File: src/rtl/gbkf_pkg.sv
// Shared types, constants and a saturation helper for the gyro bias Kalman filter.
package gbkf_pkg;

  localparam int NumRegs = 7;
  localparam int AddrW   = 5;

  // register byte addresses (index times four)
  localparam logic [AddrW-1:0] ADDR_P_AA = 5'd0;
  localparam logic [AddrW-1:0] ADDR_P_AB = 5'd4;
  localparam logic [AddrW-1:0] ADDR_P_BA = 5'd8;
  localparam logic [AddrW-1:0] ADDR_P_BB = 5'd12;
  localparam logic [AddrW-1:0] ADDR_Q_H  = 5'd16;
  localparam logic [AddrW-1:0] ADDR_Q_B  = 5'd20;
  localparam logic [AddrW-1:0] ADDR_R    = 5'd24;

  localparam logic signed [31:0] ONE_Q24 = 32'sd16777216;

  // command codes
  localparam logic [1:0] CMD_RATE  = 2'd0;
  localparam logic [1:0] CMD_YAW   = 2'd1;
  localparam logic [1:0] CMD_START = 2'd2;
  localparam logic [1:0] CMD_RSVD  = 2'd3;

  // datapath operations issued by the controller
  typedef enum logic [3:0] {
    OP_NONE, OP_START, OP_R_HEAD, OP_R_A, OP_R_P11, OP_R_P01A, OP_R_P01B,
    OP_Y_PREP, OP_Y_DIV0, OP_Y_K0, OP_Y_DIV1, OP_Y_K1, OP_Y_HEAD,
    OP_Y_DIV2, OP_Y_BIAS, OP_ECHO
  } op_t;

  typedef struct packed {
    op_t        op;
    logic [1:0] cmd;
    logic       first;
  } dp_cmd_t;

  typedef struct packed {
    logic div_busy;
    logic skip_gain;
    logic t_zero;
  } dp_stat_t;

  function automatic logic signed [31:0] sat32(input logic signed [71:0] v);
    if (v > 72'sd2147483647) return 32'sh7fffffff;
    if (v < -72'sd2147483648) return 32'sh80000000;
    return v[31:0];
  endfunction

endpackage

File: src/rtl/gbkf_ctrl.sv
// Controller: sequences datapath operations and the stream handshake.
module gbkf_ctrl import gbkf_pkg::*; (
  input  logic       clk,
  input  logic       rst,
  input  logic       in_valid,
  output logic       in_ready,
  input  logic [1:0] in_cmd,
  input  dp_stat_t   st,
  output dp_cmd_t    c,
  output logic       out_valid,
  input  logic       out_ready
);
  typedef enum logic [3:0] {
    S_IDLE, S_R1, S_R2, S_R3, S_Y1, S_Y2, S_Y3, S_Y4, S_Y5, S_Y6, S_Y7, S_Y8,
    S_ECHO, S_OUT
  } state_t;

  state_t     state;
  logic       running, rate_seen, yaw_seen, first;
  logic [1:0] cmd;

  assign in_ready = (state == S_IDLE) && !out_valid;

  // operation issued in each state; divider waits end in the K0, K1 and bias steps
  always_comb begin
    c.cmd = cmd;
    c.first = first;
    unique case (state)
      S_R1: c.op = OP_R_A;
      S_R2: c.op = OP_R_P11;
      S_R3: c.op = OP_R_P01A;
      S_Y1: c.op = st.skip_gain ? OP_NONE : OP_Y_DIV0;
      S_Y2: c.op = st.div_busy ? OP_NONE : OP_Y_K0;
      S_Y3: c.op = st.skip_gain ? OP_NONE : OP_Y_DIV1;
      S_Y4: c.op = st.div_busy ? OP_NONE : OP_Y_K1;
      S_Y5: c.op = OP_Y_K1;
      S_Y6: c.op = OP_Y_HEAD;
      S_Y7: c.op = st.t_zero ? OP_NONE : OP_Y_DIV2;
      S_Y8: c.op = st.div_busy ? OP_NONE : OP_Y_BIAS;
      S_ECHO: c.op = OP_ECHO;
      S_IDLE: begin
        if (in_valid && in_ready && in_cmd == CMD_RATE && running) c.op = OP_R_HEAD;
        else if (in_valid && in_ready && in_cmd == CMD_YAW && running) c.op = OP_Y_PREP;
        else if (in_valid && in_ready && in_cmd == CMD_START && !running) c.op = OP_START;
        else c.op = OP_NONE;
        c.cmd = in_cmd;
        c.first = (in_cmd == CMD_RATE) ? !rate_seen : !yaw_seen;
      end
      default: c.op = OP_NONE;
    endcase
  end

  // state and the registered output valid of the handshake
  always_ff @(posedge clk) begin
    if (rst) begin
      state <= S_IDLE; out_valid <= 1'b0;
      running <= 1'b0; rate_seen <= 1'b0; yaw_seen <= 1'b0;
      first <= 1'b0; cmd <= CMD_RATE;
    end else begin
      if (out_valid && out_ready) out_valid <= 1'b0;
      unique case (state)
        S_IDLE: if (in_valid && in_ready) begin
          cmd <= in_cmd;
          unique case (in_cmd)
            CMD_START: begin first <= !running; running <= 1'b1; state <= S_ECHO; end
            CMD_RATE: if (running) begin
              first <= !rate_seen; rate_seen <= 1'b1; state <= S_R1;
            end
            CMD_YAW: if (running) begin
              first <= !yaw_seen; yaw_seen <= 1'b1; state <= S_Y1;
            end
            default: ;
          endcase
        end
        S_R1: state <= S_R2;
        S_R2: state <= S_R3;
        S_R3: state <= S_ECHO;
        S_Y1: state <= st.skip_gain ? S_Y5 : S_Y2;
        S_Y2: if (!st.div_busy) state <= S_Y3;
        S_Y3: state <= S_Y4;
        S_Y4: if (!st.div_busy) state <= S_Y5;
        S_Y5: state <= S_Y6;
        S_Y6: state <= S_Y7;
        S_Y7: state <= st.t_zero ? S_ECHO : S_Y8;
        S_Y8: if (!st.div_busy) state <= S_ECHO;
        S_ECHO: state <= S_OUT;
        S_OUT: begin out_valid <= 1'b1; state <= S_IDLE; end
        default: state <= S_IDLE;
      endcase
    end
  end

  a_one_busy: assert property (@(posedge clk) disable iff (rst)
    out_valid |-> state != S_OUT) else $error("result while finishing");
  a_ready: assert property (@(posedge clk) disable iff (rst)
    in_ready |-> state == S_IDLE) else $error("ready outside idle");
  a_run: assert property (@(posedge clk) disable iff (rst)
    $fell(running) |-> 1'b0) else $error("running dropped");
endmodule

File: config.mk
export PLATFORM = sky130hd
export DESIGN_NAME = gbkf_ctrl
export DESIGN_NICKNAME = d
export VERILOG_FILES = /design/src/rtl/gbkf_pkg.sv /design/src/rtl/gbkf_ctrl.sv
export SDC_FILE = /design/constraint.sdc
export NUM_CORES = 1
export LEC_CHECK = 0
export BUFFER_PORTS_ARGS = -buffer_cell sky130_fd_sc_hd__buf_2
export CAP_MARGIN = 20
export CORE_AREA = 3 3 56 58
export CTS_CLUSTER_DIAMETER = 120
export DETAILED_ROUTE_END_ITERATION = 7
export DIE_AREA = 0 0 59 61
export PLACE_DENSITY = 0.5
export SYNTH_ARGS = -nofsm -noshare
export SYNTH_HDL_FRONTEND = slang
export SYNTH_SLANG_ARGS = --single-unit
File: constraint.sdc
create_clock -name clk -period 3 [get_ports clk]
set_clock_uncertainty 0.15 [all_clocks]
set_input_delay 0.15 -clock clk [delete_from_list [all_inputs] [get_ports clk]]
set_output_delay 0.15 -clock clk [all_outputs]
set_load 0.01 [all_outputs]
# [Word-level counts from Yosys, hierarchy flattened]
# Cells that the tools add are included.
[op_classes] eq_ne=24 muxes=27 reduce_logical=23
[ops] op="case mux 4 bit (13 select lines)" count=2
[ops] op="two-way mux 4 bit" count=15
[ops] op="equality test 4 bit (second input constant)" count=6
[ops] op="equality test 4 x 3 -> 1 bit (second input constant)" count=4
[ops] op="case mux 4 bit (3 select lines)" count=1
[ops] op="inequality test 2 bit (second input constant)" count=5
[ops] op="logical AND 1 bit" count=9
[ops] op="equality test 4 x 2 -> 1 bit (second input constant)" count=2
[ops] op="AND reduction 4 bit" count=2
[ops] op="AND reduction 7 bit" count=1
[ops] op="two-way mux 1 bit" count=6
[ops] op="two-way mux 3 bit" count=2
[ops] op="inequality test 3 bit (second input constant)" count=2
[ops] op="AND reduction 5 bit" count=1
[ops] op="equality test 4 x 1 -> 1 bit (second input constant)" count=1
[ops] op="logical NOT 1 bit" count=4
[ops] op="logical NOT 4 bit" count=1
[ops] op="inequality test 4 x 1 -> 1 bit (second input constant)" count=1
[ops] op="case mux 1 bit (3 select lines)" count=1
[ops] op="AND reduction 3 bit" count=1
[ops] op="nonzero test 3 bit" count=1
[ops] op="equality test 2 x 1 -> 1 bit (second input constant)" count=1
[ops] op="equality test 2 bit (second input constant)" count=1
[ops] op="logical NOT 2 bit" count=1
[ops] op="other kinds (3)" count=3
[totals] register_bits=11 out_inout_bits=9 word_cells=81

# [Logic depth before layout (Yosys ltp)]
[depth] depth_word=9 depth_mapped=7

# [Least setup slack after synthesis]
# Ideal clock, no wire load.
[synth_path] path_kind="register to output" startpoint="reg state[3]" endpoint="out c[4] (netlist bit)" arrival_time_ns=1.596 t_required_ns=2.700 slack_ns=1.104 path_stages_with_launch=7 path_cell_list="dfxtp_1 -> buf_6 -> or4_4 -> buf_6 -> nor2_2 -> o211ai_1 -> o21ai_0"
[synth_rtl] item="from (decl)" line="gbkf_ctrl.sv:18" source="state_t state;"
[synth_rtl] item="from (signal assigned)" line="gbkf_ctrl.sv:78" source="S_Y1: state <= st.skip_gain ? S_Y5 : S_Y2;"
[synth_rtl] item="from (signal assigned)" line="gbkf_ctrl.sv:84" source="S_Y7: state <= st.t_zero ? S_ECHO : S_Y8;"
[synth_rtl] item="to (decl)" line="gbkf_ctrl.sv:9" source="output dp_cmd_t c,"

==> flow_metrics.env <==
export IMPL_p_leak_nw=0.434
export IMPL_htree_levels=1
export IMPL_clock_path_buffers=2
export IMPL_fp_dieH_um=61
export IMPL_synth_largest_area_cell="dfxtp_1"
export IMPL_syn_area_sq_um=926
export IMPL_syn_inst=125
export IMPL_reg2reg_slack_ps=1040
export IMPL_async_flop_share_pct=0
export IMPL_cp_data_arrival_time_ps=2060
export IMPL_synth_top_area_share_pct=23.8
export IMPL_endpoint="c[4]"
export IMPL_insertion_delay_ps=260
export IMPL_post_cts_buffers=0
export IMPL_r2r_end="cmd[1]"
export IMPL_rows=19
export IMPL_report_final_slew_viol_count=0
export IMPL_cts_resized_gates=0
export IMPL_drv_cap=0
export IMPL_period_minus_slack_ps=2360
export IMPL_grt_start_max_net_pins=25
export IMPL_area_growth_pct=13.4
export IMPL_synth_seq_area_share_pct=23.8
export IMPL_critPathMaxStageDelay_ps=550
export IMPL_synth_flop_cell="dfxtp_1"
export IMPL_period_share_pct=78.8
export IMPL_crit_start="state[0]"
export IMPL_grt_total_usage_pct=15.1
export IMPL_cts_tree="yes"
export IMPL_min_path_cells=3
export IMPL_vias=952
export IMPL_synth_cell_types=41
export IMPL_final_common_cell="buf_2"
export IMPL_cp_top_family="simple AND/OR/NAND/NOR gates"
export IMPL_synth_top_family_by_area="compound AO/OA/AOI/OAI gates"
export IMPL_viasPerCell=5.60
export IMPL_start_util_pct=34.2
export IMPL_hold_path_class="input port to flop"
export IMPL_start_kind="flop"
export IMPL_final_setup_viol_count=0
export IMPL_cp_cell_sequence="or4_4, nor2_2, o211ai_1, o21ai_0, buf_2"
export IMPL_slew_limit_headroom_pct=64.2
export IMPL_grt_ovfl_total=0
export IMPL_crit_slowest_cell="or4_4"
export IMPL_drive_gt1_share_pct=23.0
export IMPL_core_sq_um=2710
export IMPL_die_w_um=59
export IMPL_synth_compound_area_share_pct=31.6
export IMPL_ys_ff_latch=11
export IMPL_drt_total_wl_um=2440
export IMPL_synthSimpleGateAreaFrac_pct=26.6
export IMPL_crit_required_ps=2700
export IMPL_rr_worst_depth=4
export IMPL_wire_per_inst_um=14.4
export IMPL_synthTopCellsByArea="dfxtp_1 (24%), a21oi_1 (6.5%), ha_1 (5.4%)"
export IMPL_rsz0062_at_grt="false"
export IMPL_io_pins=18
export IMPL_cp_end_kind="output pin"
export IMPL_synthXorXnorAreaFrac_pct=0
export IMPL_cp_num_buf_inv=1
export IMPL_cts_hold_buf=1
export IMPL_cts_sinks=11
export IMPL_ant_nets=0
export IMPL_cts_root_buf="clkbuf_4"
export IMPL_cp_depth=5
export IMPL_final_cell_mix="buf_2 (17), nand2_1 (12), a21oi_1 (12), dfxtp_1 (11)"
export IMPL_cp_max_fo=17
export IMPL_first_global_vias=940
export IMPL_final_hold_viol_count=0
export IMPL_dp_hpwl_um=1770
export IMPL_io_buffers=17
export IMPL_fmax_mhz=423
export IMPL_dr_pass1_iters=4
export IMPL_final_util_pct=38.7
export IMPL_cts_made_buffers=3
export IMPL_power_density_nw_per_um2=907
export IMPL_nNetsFinal=153
export IMPL_tns_ps=0
export IMPL_syn_area_per_cell_sq_um=7.41
export IMPL_synthMuxAreaShare_pct=3.38
export IMPL_synth_fp_nets=138
export IMPL_tightest_slew_ps=536
export IMPL_synth_fa_ha_area_share_pct=5.41
export IMPL_crit_type="flop to output pin"
export IMPL_die_area_sq_um=3600
export IMPL_initialDrtViolationCount=76
export IMPL_yosys_warnings=0
export IMPL_synth_edf_count=0
export IMPL_outcome="complete, no violations"
export IMPL_r2r_start="state[0]"
export IMPL_routabilityCongestion=0.838
export IMPL_antenna_found_initial=0
export IMPL_diodes=0
export IMPL_clkTransAtPathRegs_ps=70
export IMPL_grt_pass1_wl_um=4240
export IMPL_drcViolationCount=0
export IMPL_irDropWorstVdd_mv=0.382
## report_power, final
part / internal, W / switching (W) / total, W / leakage, nW
logic: 0.000276 / 0.000352 / 0.000628 / 0.329
clock network: 0.0000513 / 0.0000488 / 0.000100 / 0.0150
registers: 0.000180 / 0.0000442 / 0.000224 / 0.0899
total: 0.000507 / 0.000445 / 0.000952 / 0.434
## flip-flops by register name, indices dropped and copies added, names as in the netlist
| signal | cells |
|---|---|
| state | 4 |
| cmd | 2 |
| first | 1 |
| out_valid | 1 |
| rate_seen | 1 |
| running | 1 |
| yaw_seen | 1 |
## worst min path at each step
stage                      to      start  slack (ps)
finish                 cmd[0]  in_cmd[0]          40
global route           cmd[1]  in_cmd[1]          60
CTS                    cmd[0]  in_cmd[0]          50
detailed placement  out_valid  out_ready         270
global placement    out_valid  out_ready         260
floorplan              cmd[0]  in_cmd[0]         150
## synth_stat cells, drive strengths merged, types with 2 or more instances
cell type and number:
a21oi 12, a311oi 3, a31oi 3, and3b 2
buf 6, clkbuf 5, dfxtp 11, ha 4
inv 7, mux2i 2, nand2 12, nand2b 4
nor2 10, nor2b 3, nor3 5, o211ai 4
o21ai 9, o21bai 2, or2 3, or3 2
## tightest hold or removal path, stage by stage
cell,delay [ps]
buf_2,110
mux2i_1,80
nor2_1,80
## metal layers
| metal | global-route usage [%] | wire length, um |
|---|---|---|
| met5 | 0 | 0 |
| met4 | 4.53 | 18 |
| met3 | 2.55 | 106 |
| met2 | 24.8 | 1140 |
| met1 | 20.3 | 1170 |
## through the flow
step                area, sq um  total power, W  setup slack, ps  hold WS, ps  instances
global route               1050         0.00106              498         56.7        170
floorplan                   926        0.000716             1100          147        125
finish                     1050        0.000952              635         38.3        170
CTS                        1050        0.000959              644         46.3        170
global placement           1010        0.000857              926          260        165
detailed placement         1010        0.000852              936          268        165
## cell families (layout without fill, tap and decap cells)
group / Yosys count / after routing
AOI/OAI and AO/OA: 43 / 43
adders and majority gates: 4 / 4
buffers and inverters: 18 / 32
DFF: 11 / 11
muxes: 3 / 3
and+or+nand+nor: 46 / 46
## final cells by class
type,instances,area (sq um)
fillers,310,1660
multi-input cells,96,621
flip-flops and latches,11,220
repair buffers,21,118
well taps,31,38.8
clock buffers,4,26.3
inverters,7,26.3
(Power assumes the default switching activity.)
